File: config.mk
export PLATFORM = sky130hd
export DESIGN_NAME = round_robin_poll_master
export DESIGN_NICKNAME = d
export VERILOG_FILES = /design/src/hdl/rrpm_pkg.sv /design/src/hdl/rrpm_slot_lookup.sv /design/src/hdl/round_robin_poll_master.sv
export SDC_FILE = /design/constraint.sdc
export NUM_CORES = 1
export LEC_CHECK = 0
export ABC_CLOCK_PERIOD_IN_PS = 12900
export BUFFER_PORTS_ARGS = -buffer_cell sky130_fd_sc_hd__buf_4
export CAP_MARGIN = 20
export CORE_ASPECT_RATIO = 0.75
export CORE_MARGIN = 4
export CORE_UTILIZATION = 45
export CTS_BUF_LIST = sky130_fd_sc_hd__clkbuf_4 sky130_fd_sc_hd__clkbuf_8 sky130_fd_sc_hd__clkbuf_16
export DETAILED_ROUTE_END_ITERATION = 8
export PLACE_DENSITY_LB_ADDON = 0.2
export SKIP_LAST_GASP = 1
export SYNTH_ARGS = -nofsm -noshare
export SYNTH_HDL_FRONTEND = slang
export SYNTH_HIERARCHICAL = 1
export SYNTH_SLANG_ARGS = --single-unit
File: constraint.sdc
create_clock -name aclk -period 12.9 [get_ports aclk]
set_input_delay 1.935 -clock aclk [delete_from_list [all_inputs] [get_ports aclk]]
set_output_delay 1.935 -clock aclk [all_outputs]
set_load 0.02 [all_outputs]
File: src/hdl/rrpm_pkg.sv
package rrpm_pkg;

    // Slot table geometry, fixed by the packed register layout
    localparam int NUM_SLOTS = 8;
    localparam int SLOT_W    = 3;
    localparam int ID_W      = 8;
    localparam int MAX_NODES = 8;

    // Configuration register indexes
    localparam logic [2:0] CFG_NODE_COUNT   = 3'd0;
    localparam logic [2:0] CFG_SLOT_VALID   = 3'd1;
    localparam logic [2:0] CFG_SLOT_IDS     = 3'd2;
    localparam logic [2:0] CFG_POLL_INTV    = 3'd3;
    localparam logic [2:0] CFG_RESP_TIMEOUT = 3'd4;

    // Input action codes
    localparam logic [1:0] ACT_TICK  = 2'd0;
    localparam logic [1:0] ACT_REPLY = 2'd1;
    localparam logic [1:0] ACT_FAIL  = 2'd2;

    typedef enum logic [1:0] {
        PH_IDLE = 2'd0,
        PH_SEND = 2'd1,
        PH_WAIT = 2'd2
    } phase_t;

    typedef enum logic [2:0] {
        EV_NONE       = 3'd0,
        EV_REQUEST    = 3'd1,
        EV_ACCEPT     = 3'd2,
        EV_OFFLINE    = 3'd3,
        EV_UNKNOWN    = 3'd4,
        EV_UNEXPECTED = 3'd5,
        EV_SKIPPED    = 3'd6
    } event_t;

    typedef struct packed {
        logic              hit;
        logic [SLOT_W-1:0] slot;
    } slot_match_t;

    typedef struct packed {
        event_t             event_res;
        logic [ID_W-1:0]    node_id;
        logic [15:0]        seq_number;
        logic [31:0]        response_time_ms;
        logic [NUM_SLOTS-1:0] online_nodes;
    } result_t;

endpackage

File: src/hdl/rrpm_slot_lookup.sv
module rrpm_slot_lookup (
    input  logic [rrpm_pkg::NUM_SLOTS-1:0]                slot_ok,
    input  logic [rrpm_pkg::NUM_SLOTS*rrpm_pkg::ID_W-1:0] slot_ids,
    input  logic [rrpm_pkg::ID_W-1:0]                     key,
    output rrpm_pkg::slot_match_t                         match
);
    import rrpm_pkg::*;

    // Find the lowest valid slot holding the key
    always_comb begin
        match.hit  = 1'b0;
        match.slot = '0;
        for (int i = NUM_SLOTS - 1; i >= 0; i--) begin
            if (slot_ok[i] && (slot_ids[i*ID_W +: ID_W] == key)) begin
                match.hit  = 1'b1;
                match.slot = SLOT_W'(i);
            end
        end
    end

endmodule

File: src/hdl/round_robin_poll_master.sv
// Each input transfer's result is registered before it is presented. Throughput:
// one input transfer per cycle while s_ready is high; event decoding and state
// update happen in one pass between the state registers and the result register.
// A skid entry behind the result register keeps s_ready high while one result
// waits; s_ready is low only in reset or while the skid entry is occupied.
// Reset (aresetn low, synchronous): state, flags and configuration take defaults.
module round_robin_poll_master (
    input  logic        aclk,
    input  logic        aresetn,
    // configuration write port
    input  logic        cfg_wr_en,
    input  logic [2:0]  cfg_index,
    input  logic [63:0] cfg_wdata,
    // input channel
    input  logic        s_valid,
    output logic        s_ready,
    input  logic [1:0]  s_action,
    input  logic [7:0]  s_reply_node,
    // result channel
    output logic        m_valid,
    input  logic        m_ready,
    output logic [2:0]  m_event_res,
    output logic [7:0]  m_node_id,
    output logic [15:0] m_seq_number,
    output logic [31:0] m_response_time_ms,
    output logic [7:0]  m_online_nodes
);
    import rrpm_pkg::*;

    // configuration registers
    logic [3:0]              node_count_reg;
    logic [NUM_SLOTS-1:0]    slot_valid_reg;
    logic [NUM_SLOTS*ID_W-1:0] slot_ids_reg;
    logic [31:0]             poll_intv_reg;
    logic [31:0]             resp_timeout_reg;

    // poll state
    phase_t               phase_reg, phase_next;
    logic [SLOT_W-1:0]    slot_index_reg, slot_index_next;
    logic [15:0]          seq_reg, seq_next;
    logic [31:0]          clock_reg, clock_next;
    logic [31:0]          phase_stamp_reg, phase_stamp_next;
    logic [31:0]          req_stamp_reg, req_stamp_next;
    logic [NUM_SLOTS-1:0] online_reg, online_next;

    // output stage
    result_t out_reg, skid_reg, result;
    logic    m_valid_reg, skid_valid_reg;

    logic                 accept;
    logic [3:0]           eff_count;
    logic [NUM_SLOTS-1:0] slot_ok;
    logic                 cur_ok;
    logic [ID_W-1:0]      cur_id;
    logic [ID_W-1:0]      lookup_key;
    slot_match_t          match;
    logic [3:0]           idx_plus;
    logic [SLOT_W-1:0]    adv_index;
    logic [31:0]          clock_inc;
    logic                 is_tick, is_reply, is_fail;
    logic                 idle_due, wait_due;
    logic                 go_send, do_skip, do_request, do_drop, do_accept;
    logic                 reply_unknown, reply_unexp, do_advance, cur_match;

    assign accept  = s_valid && s_ready;
    assign s_ready = aresetn && !skid_valid_reg;

    // configuration writes
    always_ff @(posedge aclk) begin
        if (!aresetn) begin
            node_count_reg   <= 4'd8;
            slot_valid_reg   <= '0;
            slot_ids_reg     <= '0;
            poll_intv_reg    <= 32'd1000;
            resp_timeout_reg <= 32'd200;
        end else if (cfg_wr_en) begin
            case (cfg_index)
                CFG_NODE_COUNT:   node_count_reg   <= cfg_wdata[3:0];
                CFG_SLOT_VALID:   slot_valid_reg   <= cfg_wdata[NUM_SLOTS-1:0];
                CFG_SLOT_IDS:     slot_ids_reg     <= cfg_wdata;
                CFG_POLL_INTV:    poll_intv_reg    <= cfg_wdata[31:0];
                CFG_RESP_TIMEOUT: resp_timeout_reg <= cfg_wdata[31:0];
                default: begin
                end
            endcase
        end
    end

    // slot qualification
    always_comb begin
        eff_count = (node_count_reg < 4'(MAX_NODES)) ? node_count_reg : 4'(MAX_NODES);
        for (int i = 0; i < NUM_SLOTS; i++) begin
            slot_ok[i] = (4'(i) < eff_count) && slot_valid_reg[i];
        end
    end

    assign cur_ok     = slot_ok[slot_index_reg];
    assign cur_id     = slot_ids_reg[{slot_index_reg, 3'b000} +: ID_W];
    assign lookup_key = (s_action == ACT_REPLY) ? s_reply_node : cur_id;

    rrpm_slot_lookup u_lookup (
        .slot_ok  (slot_ok),
        .slot_ids (slot_ids_reg),
        .key      (lookup_key),
        .match    (match)
    );

    // next slot in the rotation
    assign idx_plus  = {1'b0, slot_index_reg} + 4'd1;
    assign adv_index = (idx_plus >= eff_count) ? '0 : idx_plus[SLOT_W-1:0];

    // decode the transfer into events
    always_comb begin
        is_tick       = (s_action == ACT_TICK);
        is_reply      = (s_action == ACT_REPLY);
        is_fail       = (s_action == ACT_FAIL);
        clock_inc     = clock_reg + 32'd1;
        idle_due      = (clock_inc - phase_stamp_reg) >= poll_intv_reg;
        wait_due      = (clock_inc - req_stamp_reg) >= resp_timeout_reg;
        cur_match     = cur_ok && (cur_id == s_reply_node);
        go_send       = is_tick && (phase_reg == PH_IDLE) && idle_due;
        do_skip       = is_tick && (phase_reg == PH_SEND) && !cur_ok;
        do_request    = is_tick && (phase_reg == PH_SEND) && cur_ok;
        do_drop       = (phase_reg == PH_WAIT) && ((is_tick && wait_due) || is_fail);
        reply_unknown = is_reply && !match.hit;
        reply_unexp   = is_reply && match.hit && !cur_match;
        do_accept     = is_reply && match.hit && cur_match;
        do_advance    = do_skip || do_drop || do_accept;
    end

    // next phase
    always_comb begin
        phase_next = phase_reg;
        case (phase_reg)
            PH_IDLE: begin
                if (go_send) phase_next = PH_SEND;
            end
            PH_SEND: begin
                if (do_request) phase_next = PH_WAIT;
                else if (do_skip) phase_next = PH_IDLE;
            end
            PH_WAIT: begin
                if (do_drop) phase_next = PH_IDLE;
            end
            default: begin
                if (is_tick) phase_next = PH_IDLE;
            end
        endcase
        if (do_accept) phase_next = PH_IDLE;
    end

    // next counters, stamps and online mask
    always_comb begin
        clock_next       = is_tick ? clock_inc : clock_reg;
        slot_index_next  = do_advance ? adv_index : slot_index_reg;
        phase_stamp_next = do_advance ? clock_next : phase_stamp_reg;
        req_stamp_next   = do_request ? clock_inc : req_stamp_reg;
        seq_next         = do_request ? seq_reg + 16'd1 : seq_reg;
        online_next      = online_reg;
        if (do_accept) begin
            online_next[match.slot] = 1'b1;
        end else if (do_drop && cur_ok && match.hit) begin
            online_next[match.slot] = 1'b0;
        end
    end

    // result fields
    always_comb begin
        result.event_res        = EV_NONE;
        result.node_id          = '0;
        result.seq_number       = '0;
        result.response_time_ms = '0;
        result.online_nodes     = online_next;
        if (do_request) begin
            result.event_res  = EV_REQUEST;
            result.node_id    = cur_id;
            result.seq_number = seq_next;
        end else if (do_skip) begin
            result.event_res = EV_SKIPPED;
        end else if (do_drop && cur_ok) begin
            result.event_res = EV_OFFLINE;
            result.node_id   = cur_id;
        end else if (reply_unknown) begin
            result.event_res = EV_UNKNOWN;
            result.node_id   = s_reply_node;
        end else if (reply_unexp) begin
            result.event_res = EV_UNEXPECTED;
            result.node_id   = s_reply_node;
        end else if (do_accept) begin
            result.event_res        = EV_ACCEPT;
            result.node_id          = s_reply_node;
            result.response_time_ms = clock_reg - req_stamp_reg;
        end
    end

    // commit state on each input transfer
    always_ff @(posedge aclk) begin
        if (!aresetn) begin
            phase_reg       <= PH_IDLE;
            slot_index_reg  <= '0;
            seq_reg         <= '0;
            clock_reg       <= '0;
            phase_stamp_reg <= '0;
            req_stamp_reg   <= '0;
            online_reg      <= '0;
        end else if (accept) begin
            phase_reg       <= phase_next;
            slot_index_reg  <= slot_index_next;
            seq_reg         <= seq_next;
            clock_reg       <= clock_next;
            phase_stamp_reg <= phase_stamp_next;
            req_stamp_reg   <= req_stamp_next;
            online_reg      <= online_next;
        end
    end

    // output register with skid entry
    always_ff @(posedge aclk) begin
        if (!aresetn) begin
            m_valid_reg    <= 1'b0;
            skid_valid_reg <= 1'b0;
        end else begin
            if (!m_valid_reg || m_ready) begin
                m_valid_reg    <= skid_valid_reg || accept;
                skid_valid_reg <= 1'b0;
            end else if (accept) begin
                skid_valid_reg <= 1'b1;
            end
        end
    end

    always_ff @(posedge aclk) begin
        if (!m_valid_reg || m_ready) begin
            if (skid_valid_reg) out_reg <= skid_reg;
            else if (accept) out_reg <= result;
        end else if (accept) begin
            skid_reg <= result;
        end
    end

    assign m_valid            = m_valid_reg;
    assign m_event_res        = out_reg.event_res;
    assign m_node_id          = out_reg.node_id;
    assign m_seq_number       = out_reg.seq_number;
    assign m_response_time_ms = out_reg.response_time_ms;
    assign m_online_nodes     = out_reg.online_nodes;

`ifndef SYNTHESIS
    // skid entry is only used behind a pending result
    a_skid_behind_out: assert property (@(posedge aclk) disable iff (!aresetn)
        skid_valid_reg |-> m_valid_reg)
        else $error("skid entry occupied with empty output register");

    // sequence counter moves only with an issued request
    a_seq_on_request: assert property (@(posedge aclk) disable iff (!aresetn)
        (accept && (seq_next != seq_reg)) |-> (result.event_res == EV_REQUEST))
        else $error("sequence counter changed without a request");

    // online mask changes only on accepted reply or offline event
    a_online_change: assert property (@(posedge aclk) disable iff (!aresetn)
        (accept && (online_next != online_reg)) |->
        ((result.event_res == EV_ACCEPT) || (result.event_res == EV_OFFLINE)))
        else $error("online mask changed on an unrelated event");

    // advancing events return to idle
    a_advance_idle: assert property (@(posedge aclk) disable iff (!aresetn)
        (accept && do_advance) |=> (phase_reg == PH_IDLE))
        else $error("advance did not return to idle");
`endif

endmodule

==> metrics.yaml <==
outcome: "finished, final reports clean"
cp_max_fo: 13
setup_viol: 0
grt_max_degree: 90
fin_nets: 3192
tns_ns: 0
grt_antenna_before_repair: 0
crit_path_end_kind: "flip-flop"
core-area_um2: 54400
finalPower_uw: 3050
max_freq_ghz: 0.119
worstHoldPathType: "flip-flop to flip-flop"
vias_per_cell: 5.64
crit_path_max_incr_delay_ns: 0.81
layout_common_cells: "431 x nand2_1, 266 x dfxtp_1, 256 x a21oi_1, 236 x nor2_1, 180 x buf_4"
grt_pass1_wl_um: 108000
drv_slew: 0
synth_area_leaders: "dfxtp_1 22%, edfxtp_1 16%, ha_1 8.3%, nand2_1 6.5%, xnor2_1 5.5%"
cpMaxStageDelayCell: "nor2_2"
largest_reg_flops: 67
synth_seq_area_share_pct: 37.8
path_common_cell: "ha_1"
power.leakage_uw: 0.0106
netlist_area_um2: 24800
syn_to_final_growth_pct: 12.3
ir_drop_uv: 96.4
period_minus_slack_ns: 8.39
synth.top_cell.area_share_pct: 21.6
synth_area_leader_cell: "dfxtp_1"
antennaDiodeCount: 0
power-per-cell-area_nw_per_um2: 110
cp_data_required_time_ns: 13.31
synth-edff-count: 134
routed_wl_um: 68700
clock-sinks: 401
syn_avg_cell_area_um2: 8.63
track_usage_pct: 22.7
yosysUniqueCellTypes: 84
synth_cells: 2872
finalHoldWorstSlack_ns: 0.456
clockBufferDepth: 3
drv_cap: 0
ys_ff_latch: 401
io_pins: 151
slew_headroom_pct: 29.3
post-place-ws_ns: 4.65
post_drt_wl_per_cell_um: 18.6
final_common_cell: "nand2_1"
cts_setup_buffers: 0
synth_flop_cell: "dfxtp_1"
grt_overflow_total: 0
start_util_pct: 45.5
critPathTopFamily: "simple AND/OR/NAND/NOR gates"
io_buffers: 150
rows: 74
cts_tree: "done"
gp_congestion: 0.956
cts.clk_slew.worst_paths_ns: 0.07
cts.htree.levels: 2
die_x_um: 279
synth_async_sr_flop_share_pct: 0
dieArea_um2: 58900
grt_pass1_vias: 19600
dpl.hpwl_um: 51700
post_cts_resized: 0
rsz0062_at_grt: "false"
start_kind: "flip-flop"
crit_arrival_ns: 8.80
drt-initial-drc-count: 1919
finalClockSkew_ns: 0.0364
final-hold-violation-count: 0
fin_crit_sh_pct: 65.1
worst_pin_slew_ns: 1.06
clock_latency_ns: 0.58
drive_gt1_share_pct: 12.5
first_pass_iters: 5
cts_buffers: 43
yosysWarnings: 6
clock_tree.root_cell: "clkbuf_16"
hold_buffers: 0
synth_fp_nets: 3122
final_antenna_net_count: 0
fin_ws_ns: 4.51
critical_path_class: "flip-flop to flip-flop"
die_h_um: 211
critPathBufInv: 0
crit_chain: "ha_1 -> nand3_1 -> nor4_2 -> and4_1 -> and4_1 -> nand2_1 -> xnor2_1 -> ha_1 -> a2111oi_0 -> nand2_1 -> a2111oi_0 -> o21ai_0 -> xnor2_1 -> ha_1 -> nand4_1 -> or3_1 -> nor3_1 -> nand4_1 -> o21ai_1 -> a21oi_2 -> nor2_2 -> a211oi_1"
post-route-drc-count: 0
vias: 20900
fill_cells: 5159
final_core_util_pct: 51.1
-- area by class of cell --
class / count / area, um2 / area share (%)
timing repair buffer: 182 / 1380 / 4.95
tap: 722 / 903 / 3.25
clock buffer: 60 / 1240 / 4.45
multi-input combinational: 2139 / 14100 / 50.5
inverter: 175 / 662 / 2.38
sequential: 401 / 9370 / 33.7
clock inverter: 20 / 221 / 0.796
-- worst register-to-register path, stage by stage, from the launching register on --
cell       delay (ns)
dfxtp_1          0.50
ha_1             0.28
nand3_1          0.23
nor4_2           0.65
and4_1           0.50
and4_1           0.30
nand2_1          0.12
xnor2_1          0.29
ha_1             0.39
a2111oi_0        0.47
nand2_1          0.08
a2111oi_0        0.60
o21ai_0          0.24
xnor2_1          0.17
ha_1             0.30
nand4_1          0.13
or3_1            0.40
nor3_1           0.33
nand4_1          0.13
o21ai_1          0.64
a21oi_2          0.42
nor2_2           0.81
a211oi_1         0.20
-- cell families after synthesis --
kind of cell / count (synthesis) / synth area share [%]
simple gates: 964 / 17.5
compound gates: 711 / 18.8
flops: 401 / 37.8
buf+inv: 332 / 5.62
xor+xnor: 244 / 8.65
fa+ha+maj: 168 / 8.57
mux: 52 / 3.04
-- layer usage --
| metal | global-route usage [%] | vias up | wire length [um] |
|---|---|---|---|
| met5 | 0 | - | 0 |
| met2 | 35.4 | 548 | 30100 |
| met3 | 4.82 | 99 | 4920 |
| met4 | 5.49 | 0 | 1430 |
| li1 | - | 10200 | - |
| met1 | 32.5 | 10000 | 32200 |
-- report_power, final --
part	leakage, uW	internal, uW	switching, uW
sequential	0.00339	1330	17.6
clock	0.000730	757	524
combinational	0.00644	173	250
total	0.0106	2260	792
-- Yosys cell counts, drive strengths merged, types with 24 or more instances --
cell and number:
a211oi 66, a21o 54, a21oi 278, buf 43, clkbuf 114, dfxtp 267, edfxtp 134, ha 165
inv 173, nand2 433, nand2b 25, nand3 57, nand4 40, nor2 240, nor2b 27, nor3 36
o211ai 24, o21ai 115, o31ai 63, xnor2 155, xor2 89
-- final timing paths --
path / from / endpoint / slack, ns / cells after the start
min reg2reg: resp_timeout_reg[11] / resp_timeout_reg[11] / 0.46 / 2
max reg2reg: clock_reg[0] / phase_stamp_reg[4] / 4.51 / 22
min: resp_timeout_reg[11] / resp_timeout_reg[11] / 0.46 / 2
max: clock_reg[0] / phase_stamp_reg[4] / 4.51 / 22
-- per-stage QoR --
stage / instance area (um2) / cells
floorplan: 24800 / 2872
global placement: 26300 / 3617
detailed placement: 26300 / 3617
CTS: 27800 / 3697
global route: 27800 / 3699
finish: 27800 / 3699
(Power assumes the default switching activity.)
